**config.mk**
```make
export PLATFORM = sky130hd
export DESIGN_NAME = imu_frame_parser_yaw_unwrap
export DESIGN_NICKNAME = d
export VERILOG_FILES = /design/src/hw/rtl/ifpyu_pkg.sv /design/src/hw/rtl/ifpyu_window.sv /design/src/hw/rtl/ifpyu_unwrap.sv /design/src/hw/rtl/ifpyu_result.sv /design/src/hw/rtl/imu_frame_parser_yaw_unwrap.sv
export VERILOG_INCLUDE_DIRS = /design/src /design/src/hw/rtl
export SDC_FILE = /design/constraint.sdc
export NUM_CORES = 1
export LEC_CHECK = 0
export BUFFER_PORTS_ARGS = -buffer_cell sky130_fd_sc_hd__buf_2
export CAP_MARGIN = 40
export CORE_MARGIN = 2
export CORE_UTILIZATION = 45
export CTS_CLUSTER_SIZE = 16
export DETAILED_ROUTE_END_ITERATION = 10
export PLACE_DENSITY = 0.73
export SETUP_SLACK_MARGIN = 0.02
export SLEW_MARGIN = 10
export SYNTH_ARGS = -nofsm -noshare
export SYNTH_HDL_FRONTEND = slang
export SYNTH_SLANG_ARGS = --single-unit
```
**constraint.sdc**
```tcl
create_clock -name i_clk -period 16.7 [get_ports i_clk]
set_input_delay 1.67 -clock i_clk [delete_from_list [all_inputs] [get_ports i_clk]]
set_output_delay 1.67 -clock i_clk [all_outputs]
set_load 0.05 [all_outputs]
```
**src/hw/rtl/assert_macros.svh**
```systemverilog
// Assertion helpers shared by the window and unwrap modules.
// All of them sample on i_clk and are off while i_rst_n is low.
`ifndef ASSERT_MACROS_SVH
`define ASSERT_MACROS_SVH

// Plain property check.
`define ASSERT_PROP(label, prop, msg) \
    label: assert property (@(posedge i_clk) disable iff (!i_rst_n) (prop)) \
        else $error(msg);

// Condition in one cycle implies a consequence in the next.
`define ASSERT_NEXT(label, ante, cons, msg) \
    label: assert property (@(posedge i_clk) disable iff (!i_rst_n) \
        (ante) |=> (cons)) else $error(msg);

`endif

```
**src/hw/rtl/ifpyu_pkg.sv**
```systemverilog
`default_nettype none

package ifpyu_pkg;

    // Frame geometry
    localparam int FRAME_LENGTH = 18;
    localparam int FILL_W       = $clog2(FRAME_LENGTH + 1);

    // Register reset values
    localparam logic [7:0]  HEADER_RST = 8'h5A;
    localparam logic [15:0] JUMP_RST   = 16'd30000;

    // Register indexes (paddr[2])
    localparam logic REG_HEADER = 1'b0;
    localparam logic REG_JUMP   = 1'b1;

    // Hundredths of a degree in one full turn
    localparam logic signed [31:0] TURN_SCALE = 32'sd36000;

    // Result transfer width: six words, status, turns, total, count
    localparam int TDATA_W = 184;

    // Raw fields picked out of a checked frame
    typedef struct packed {
        logic signed [15:0] gyro_x;
        logic signed [15:0] gyro_y;
        logic signed [15:0] gyro_z;
        logic        [15:0] yaw_angle;
        logic signed [15:0] roll_angle;
        logic signed [15:0] pitch_angle;
        logic        [7:0]  device_status;
    } t_frame;

    // Frame plus yaw tracking state after that frame
    typedef struct packed {
        t_frame             frame;
        logic signed [15:0] turns;
        logic        [31:0] frames_seen;
    } t_track;

endpackage

`default_nettype wire

```
**src/hw/rtl/ifpyu_window.sv**
```systemverilog
`default_nettype none
`include "assert_macros.svh"

module ifpyu_window (
    input  wire logic             i_clk,
    input  wire logic             i_rst_n,
    input  wire logic             i_valid,
    input  wire logic [7:0]       i_byte,
    input  wire logic             i_last,
    input  wire logic [7:0]       i_header,
    output logic                  o_ready,
    output logic                  o_valid,
    output ifpyu_pkg::t_frame     o_frame,
    input  wire logic             i_ready
);
    import ifpyu_pkg::*;

    logic [7:0]        r_win [FRAME_LENGTH];
    logic [7:0]        n_win [FRAME_LENGTH];
    logic [FILL_W-1:0] r_fill;
    logic [FILL_W-1:0] n_fill;
    logic [7:0]        r_sum;
    logic [7:0]        n_sum;
    logic [7:0]        sum_body;
    logic [7:0]        drop;
    logic              r_skip;
    logic              r_vld;
    t_frame            r_frame;
    t_frame            n_frame;
    logic              full_next;
    logic              hit;
    logic              acc;

    assign o_ready = !r_vld || i_ready;
    assign acc     = i_valid && o_ready;
    assign o_valid = r_vld;
    assign o_frame = r_frame;

    // Shifted window, running sum and frame check
    always_comb begin
        drop = (r_fill == FILL_W'(FRAME_LENGTH)) ? r_win[0] : 8'h00;
        for (int i = 0; i < FRAME_LENGTH - 1; i++) begin
            n_win[i] = r_win[i + 1];
        end
        n_win[FRAME_LENGTH - 1] = i_byte;
        sum_body  = r_sum - drop;
        n_sum     = sum_body + i_byte;
        full_next = (r_fill >= FILL_W'(FRAME_LENGTH - 1));
        n_fill    = full_next ? FILL_W'(FRAME_LENGTH) : r_fill + FILL_W'(1);
        hit       = !r_skip && full_next && (n_win[0] == i_header)
                    && (n_win[1] == i_header) && (sum_body == i_byte);
        n_frame.gyro_x        = {n_win[4], n_win[5]};
        n_frame.gyro_y        = {n_win[6], n_win[7]};
        n_frame.gyro_z        = {n_win[8], n_win[9]};
        n_frame.yaw_angle     = {n_win[10], n_win[11]};
        n_frame.roll_angle    = {n_win[12], n_win[13]};
        n_frame.pitch_angle   = {n_win[14], n_win[15]};
        n_frame.device_status = n_win[16];
    end

    // Window control; buffer end clears after the byte is handled
    always_ff @(posedge i_clk) begin
        if (!i_rst_n) begin
            r_fill <= '0;
            r_sum  <= '0;
            r_skip <= 1'b0;
            r_vld  <= 1'b0;
        end else begin
            if (acc) begin
                if (i_last) begin
                    r_fill <= '0;
                    r_sum  <= '0;
                    r_skip <= 1'b0;
                end else if (!r_skip) begin
                    r_fill <= n_fill;
                    r_sum  <= n_sum;
                    r_skip <= hit;
                end
            end
            if (acc && hit) begin
                r_vld <= 1'b1;
            end else if (i_ready) begin
                r_vld <= 1'b0;
            end
        end
    end

    // Window bytes and captured frame
    always_ff @(posedge i_clk) begin
        if (acc && !r_skip) begin
            r_win <= n_win;
        end
        if (acc && hit) begin
            r_frame <= n_frame;
        end
    end

    `ASSERT_PROP(a_fill_max, r_fill <= FILL_W'(FRAME_LENGTH), "window fill past frame length")
    `ASSERT_NEXT(a_skip_set, acc && hit && !i_last, r_skip, "skip not set after frame")

endmodule

`default_nettype wire

```
**src/hw/rtl/ifpyu_unwrap.sv**
```systemverilog
`default_nettype none
`include "assert_macros.svh"

module ifpyu_unwrap (
    input  wire logic              i_clk,
    input  wire logic              i_rst_n,
    input  wire logic              i_valid,
    input  wire ifpyu_pkg::t_frame i_frame,
    input  wire logic [15:0]       i_jump,
    output logic                   o_ready,
    output logic                   o_valid,
    output ifpyu_pkg::t_track      o_track,
    input  wire logic              i_ready
);
    import ifpyu_pkg::*;

    logic [15:0]        r_prev;
    logic signed [15:0] r_turns;
    logic signed [15:0] n_turns;
    logic [31:0]        r_count;
    logic [31:0]        n_count;
    logic               r_vld;
    t_track             r_track;
    logic signed [16:0] diff;
    logic signed [16:0] thr;
    logic               up;
    logic               down;
    logic               load;

    assign o_ready = !r_vld || i_ready;
    assign load    = i_valid && o_ready;
    assign o_valid = r_vld;
    assign o_track = r_track;

    // Yaw step against threshold, saturating turn count
    always_comb begin
        diff    = $signed({1'b0, i_frame.yaw_angle}) - $signed({1'b0, r_prev});
        thr     = $signed({1'b0, i_jump});
        up      = (diff < -thr) && (r_turns != 16'sh7FFF);
        down    = (diff > thr) && (r_turns != 16'sh8000);
        n_turns = r_turns;
        if (up) begin
            n_turns = r_turns + 16'sd1;
        end else if (down) begin
            n_turns = r_turns - 16'sd1;
        end
        n_count = r_count + 32'd1;
    end

    always_ff @(posedge i_clk) begin
        if (!i_rst_n) begin
            r_prev  <= '0;
            r_turns <= '0;
            r_count <= '0;
            r_vld   <= 1'b0;
        end else begin
            if (load) begin
                r_prev  <= i_frame.yaw_angle;
                r_turns <= n_turns;
                r_count <= n_count;
                r_vld   <= 1'b1;
            end else if (i_ready) begin
                r_vld <= 1'b0;
            end
        end
    end

    always_ff @(posedge i_clk) begin
        if (load) begin
            r_track.frame       <= i_frame;
            r_track.turns       <= n_turns;
            r_track.frames_seen <= n_count;
        end
    end

    `ASSERT_NEXT(a_turns_hold, !load, $stable(r_turns), "turn count moved without a frame")

endmodule

`default_nettype wire

```
**src/hw/rtl/ifpyu_result.sv**
```systemverilog
`default_nettype none

module ifpyu_result (
    input  wire logic                      i_clk,
    input  wire logic                      i_rst_n,
    input  wire logic                      i_valid,
    input  wire ifpyu_pkg::t_track         i_track,
    output logic                           o_ready,
    output logic                           o_valid,
    output logic [ifpyu_pkg::TDATA_W-1:0]  o_data,
    input  wire logic                      i_ready
);
    import ifpyu_pkg::*;

    logic               r_vld;
    logic [TDATA_W-1:0] r_data;
    logic signed [31:0] prod;
    logic signed [31:0] total;
    logic               load;

    assign o_ready = !r_vld || i_ready;
    assign load    = i_valid && o_ready;
    assign o_valid = r_vld;
    assign o_data  = r_data;

    // Total yaw = yaw + one turn per count
    always_comb begin
        prod  = 32'(i_track.turns) * TURN_SCALE;
        total = prod + $signed({16'h0000, i_track.frame.yaw_angle});
    end

    always_ff @(posedge i_clk) begin
        if (!i_rst_n) begin
            r_vld <= 1'b0;
        end else if (load) begin
            r_vld <= 1'b1;
        end else if (i_ready) begin
            r_vld <= 1'b0;
        end
    end

    // Pack first field in the low bits
    always_ff @(posedge i_clk) begin
        if (load) begin
            r_data <= {i_track.frames_seen, total, i_track.turns,
                       i_track.frame.device_status, i_track.frame.pitch_angle,
                       i_track.frame.roll_angle, i_track.frame.yaw_angle,
                       i_track.frame.gyro_z, i_track.frame.gyro_y,
                       i_track.frame.gyro_x};
        end
    end

endmodule

`default_nettype wire

```
**src/hw/rtl/imu_frame_parser_yaw_unwrap.sv**
```systemverilog
// Path: a byte that completes a valid frame is registered in the window, then in
//   yaw tracking, then in the output register, which raises m_tvalid.
// Throughput: one byte per cycle while s_tready is high; each stage is a one-deep elastic register.
// Reset (synchronous, i_rst_n low): window, turn count, frame count and all
//   valid flags clear; header_byte returns to 0x5A, jump_threshold to 30000.
`default_nettype none

module imu_frame_parser_yaw_unwrap (
    input  wire logic                      i_clk,
    input  wire logic                      i_rst_n,
    // byte stream
    input  wire logic                      s_tvalid,
    output logic                           s_tready,
    input  wire logic [7:0]                s_tdata,   // [7:0] rx_byte
    input  wire logic                      s_tlast,   // buffer_end
    // result stream
    output logic                           m_tvalid,
    input  wire logic                      m_tready,
    // [15:0] gyro_x, [31:16] gyro_y, [47:32] gyro_z, [63:48] yaw_angle,
    // [79:64] roll_angle, [95:80] pitch_angle, [103:96] device_status,
    // [119:104] turns, [151:120] total_yaw, [183:152] frames_seen
    output logic [ifpyu_pkg::TDATA_W-1:0]  m_tdata,
    // register port
    input  wire logic                      psel,
    input  wire logic                      penable,
    input  wire logic                      pwrite,
    input  wire logic [2:0]                paddr,
    input  wire logic [31:0]               pwdata,
    output logic [31:0]                    prdata,
    output logic                           pready
);
    import ifpyu_pkg::*;

    logic [7:0]  r_header;
    logic [15:0] r_jump;
    logic        wr;
    logic        win_vld;
    logic        unw_rdy;
    t_frame      win_frame;
    logic        unw_vld;
    logic        res_rdy;
    t_track      unw_track;

    // Registers
    assign pready = 1'b1;
    assign wr     = psel && penable && pwrite && pready;

    always_ff @(posedge i_clk) begin
        if (!i_rst_n) begin
            r_header <= HEADER_RST;
            r_jump   <= JUMP_RST;
        end else if (wr) begin
            if (paddr[2] == REG_JUMP) begin
                r_jump <= pwdata[15:0];
            end else begin
                r_header <= pwdata[7:0];
            end
        end
    end

    always_comb begin
        if (paddr[2] == REG_HEADER) begin
            prdata = {24'h000000, r_header};
        end else begin
            prdata = {16'h0000, r_jump};
        end
    end

    ifpyu_window u_window (
        .i_clk    (i_clk),
        .i_rst_n  (i_rst_n),
        .i_valid  (s_tvalid),
        .i_byte   (s_tdata),
        .i_last   (s_tlast),
        .i_header (r_header),
        .o_ready  (s_tready),
        .o_valid  (win_vld),
        .o_frame  (win_frame),
        .i_ready  (unw_rdy)
    );

    ifpyu_unwrap u_unwrap (
        .i_clk    (i_clk),
        .i_rst_n  (i_rst_n),
        .i_valid  (win_vld),
        .i_frame  (win_frame),
        .i_jump   (r_jump),
        .o_ready  (unw_rdy),
        .o_valid  (unw_vld),
        .o_track  (unw_track),
        .i_ready  (res_rdy)
    );

    ifpyu_result u_result (
        .i_clk    (i_clk),
        .i_rst_n  (i_rst_n),
        .i_valid  (unw_vld),
        .i_track  (unw_track),
        .o_ready  (res_rdy),
        .o_valid  (m_tvalid),
        .o_data   (m_tdata),
        .i_ready  (m_tready)
    );

endmodule

`default_nettype wire
```
==> flow_summary.yaml <==
status:
  outcome: "complete, no violations"
sta:
  max_slew_margin: 0.428
  setup_viol: 0
  rsz0062_at_grt: "false"
  holdWs_ns: 0.408
  slew_violations: 0
  setup_tns_ns: 0
  clock.fmax_ghz: 0.151
  finalHoldViolations: 0
  layout_min_cycle_time_ns: 6.63
  finalClockSkew_ns: 0.0357
  tightest_slew_ns: 0.837
  period_share: 0.397
job:
  maxCapViolations: 0
setup_path:
  path_class: "flop to flop"
  ff2ff_path_depth: 23
  worstSetupStartpointType: "flop"
  crit_start: "u_window.o_frame[40]"
  critPathMaxFanout: 12
  ff2ff_setup_slack_ns: 10.07
  arrival_ns: 6.97
  required_ns: 17.04
  worstSetupEndpointType: "flop"
  r2r-start: "u_window.o_frame[40]"
  reg2reg_to: "u_unwrap.o_track[44]"
clock_network:
  clock_latency_ns: 0.63
  cts_hold_buf: 0
  htreeDepth: 3
  clk_path_buf_depth: 3
  cts_buffers: 72
  cts_setup_buffers: 0
  cts_root_buf: "clkbuf_16"
  ctsResizeCount: 0
  clkTransAtPathRegs_ns: 0.06
  clock_sinks: 684
  cts_tree: "yes"
grt:
  grt_usage: 0.171
  grt_pass1_vias: 17100
  antenna_found_initial: 2
  grt_overflow: 0
  grt_start_max_net_pins: 129
  grt_first_pass_wirelength_um: 91900
layout:
  seq_area_mm2: 0.0195
  final_util: 0.525
  final_cell_mix: "edfxtp_1, buf_2, nand2_1, ha_1, inv_1"
  fin_nets: 2674
  syn_to_final_growth_pct: 15.6
  fill_cells: 5440
  multi_input_area_mm2: 0.00940
  final_common_cell: "edfxtp_1"
  drive_gt1_frac: 0.161
  fin_area_mm2: 0.0344
synthesis:
  synth-main-ff-cell: "edfxtp_1"
  syn_avg_cell_area_um2: 13.8
  yosys.cell_types.count: 75
  synth_area_mm2: 0.0298
  yosys_warnings: 0
  ys_seq_area_frac: 0.655
  synth-seq-cells: 684
  synthCells: 2154
  asyncSetResetFlopFracSynth: 0
  synth_edf_count: 579
die:
  core_area_mm2: 0.0656
  die_x_um: 261
  die_h_um: 261
  io_pins: 270
  start_util: 0.454
  rows: 94
  die_area_mm2: 0.0682
route:
  via_count: 17400
  drt_iter0_markers: 1238
  wl_per_cell_um: 17.7
  drt-pass1-iter-count: 5
  drtAntennaViolNets: 0
  routed_wl_um: 59200
  vias_per_cell: 5.21
  drc_errors: 0
worst_hold_path:
  hold_path.startpoint: "u_window.o_frame[67]"
  worstHoldPathCells: 0
  hold_path.class: "flop to flop"
  whs_endpoint: "u_unwrap.o_track[115]"
placed_design:
  port_buffers: 234
  dpl_cell_area_mm2: 0.0320
  gp_congestion: 0.881
  dp_hpwl_um: 41400
power_and_ir_drop:
  peakVddDrop_mv: 0.132
  power_density_mw_per_mm2: 104
  leakage_nw: 12.7
-- per-stage QoR --
stage          power [mW]  std cells  setup WS [ns]
2_1_floorplan        1.98       2169           2.84
3_3_place_gp         2.00       3200          10.05
3_5_place_dp         2.01       3208          10.22
4_1_cts              3.62       3339          10.20
5_1_grt              3.70       3340           9.74
6_report             3.58       3341          10.07
-- synth_stat cells (all sizes together), types with 4 or more instances --
master	number	area [µm²]
clkbuf	44	165
xnor2	107	937
or2	5	31.3
a211oi	10	92.6
a21boi	43	323
a22oi	6	45.0
or3	30	203
fa	40	801
nand3	50	255
dfxtp	105	2100
a21oi	61	305
nand2b	23	144
o311ai	4	35.0
o21ai	52	260
o2111ai	5	43.8
ha	164	2050
o22ai	13	81.3
o31ai	8	60.1
and3	27	169
nor2	79	297
edfxtp	579	17400
a31oi	6	37.5
nor2b	19	119
a21o	21	158
buf	36	239
nor4b	4	35.0
nor3	33	181
o211ai	16	120
xor2	49	429
mux2	13	146
o31a	4	35.0
nand2	180	676
o21bai	7	52.6
nand4	24	150
and4	7	61.3
mux2i	19	190
o32ai	4	35.0
or4	6	45.0
o21a	11	82.6
and2	45	282
inv	150	563
nor4	15	93.8
-- critical path, stage by stage (launching register included) --
cell	delay [ns]
edfxtp_1	0.41
inv_1	0.08
ha_1	0.15
inv_1	0.05
fa_1	0.41
a21o_1	0.20
a21oi_1	0.21
o21ai_1	0.12
a2111oi_0	0.79
o311ai_0	0.26
a21oi_1	0.29
o21bai_1	0.10
a21oi_1	0.22
xnor2_1	0.14
ha_1	0.32
nand3_1	0.07
or2_0	0.24
or3_1	0.39
a21o_1	0.22
and4_1	0.36
nor2_1	0.71
buf_4	0.29
mux2i_1	0.23
xnor2_1	0.10
-- worst max path at each step --
| stage | to | slack [ns] | cells past startpoint |
|---|---|---|---|
| 4_1_cts | u_unwrap.o_track[44] | 10.20 | 23 |
| 2_1_floorplan | u_window.o_frame[0] | 2.84 | 17 |
| 3_5_place_dp | u_unwrap.o_track[44] | 10.22 | 23 |
| 3_3_place_gp | u_unwrap.o_track[43] | 10.05 | 22 |
| 5_1_grt | u_unwrap.o_track[44] | 9.74 | 23 |
| 6_report | u_unwrap.o_track[44] | 10.07 | 23 |
-- area by class of cell --
class / count / area share
antenna: 1 / 0.0000727
clock buffer: 88 / 0.0552
clock inverter: 43 / 0.0156
inverter: 151 / 0.0167
multi-input combinational: 1254 / 0.273
sequential: 684 / 0.566
tap: 864 / 0.0314
timing repair buffer: 256 / 0.0419
-- cell families (layout without fill, tap and decap cells) --
logic type | after synthesis | in the layout | share of synthesized area
DFF | 684 | 684 | 0.655
and+or+nand+nor | 554 | 554 | 0.0941
AOI/OAI and AO/OA | 291 | 291 | 0.0655
buffers and inverters | 231 | 538 | 0.0326
adders and majority gates | 204 | 204 | 0.0958
xor gates and xnor gates | 156 | 156 | 0.0459
muxes | 32 | 32 | 0.0113
other | 2 | 18 | 0.000252
-- per-layer routing --
| metal | vias to the layer above | share of wire | global-route usage | wire length (µm) |
|---|---|---|---|---|
| met5 | - | 0.00022 | 0 | 13 |
| li1 | 8319 | - | - | - |
| met2 | 515 | 0.48 | 0.280 | 28400 |
| met4 | 2 | 0.023 | 0.0529 | 1340 |
| met1 | 8468 | 0.43 | 0.226 | 25500 |
| met3 | 92 | 0.067 | 0.0429 | 3950 |
-- registers in the layout, summed over array words and instances (netlist names) --
name,flops
u_window.n_win,32
u_window.r_win,8
u_unwrap.r_count,32
u_window.r_skip,1
u_window.o_valid,1
u_window.r_sum,8
u_result.o_valid,1
r_header,8
u_unwrap.r_prev,16
u_unwrap.o_valid,1
u_result.o_data,179
u_window.o_frame,104
u_window.n_frame,104
u_unwrap.r_turns,16
u_window.r_fill,5
r_jump,16
u_unwrap.o_track,152
-- where the power goes --
part,internal (mW),total [mW],switching [mW],leakage [nW]
logic,0.0298,0.0914,0.0616,5.55
clock network,0.936,1.61,0.674,1.18
registers,1.86,1.88,0.0152,6.00
Note: power is estimated with default switching activity, not from simulation.
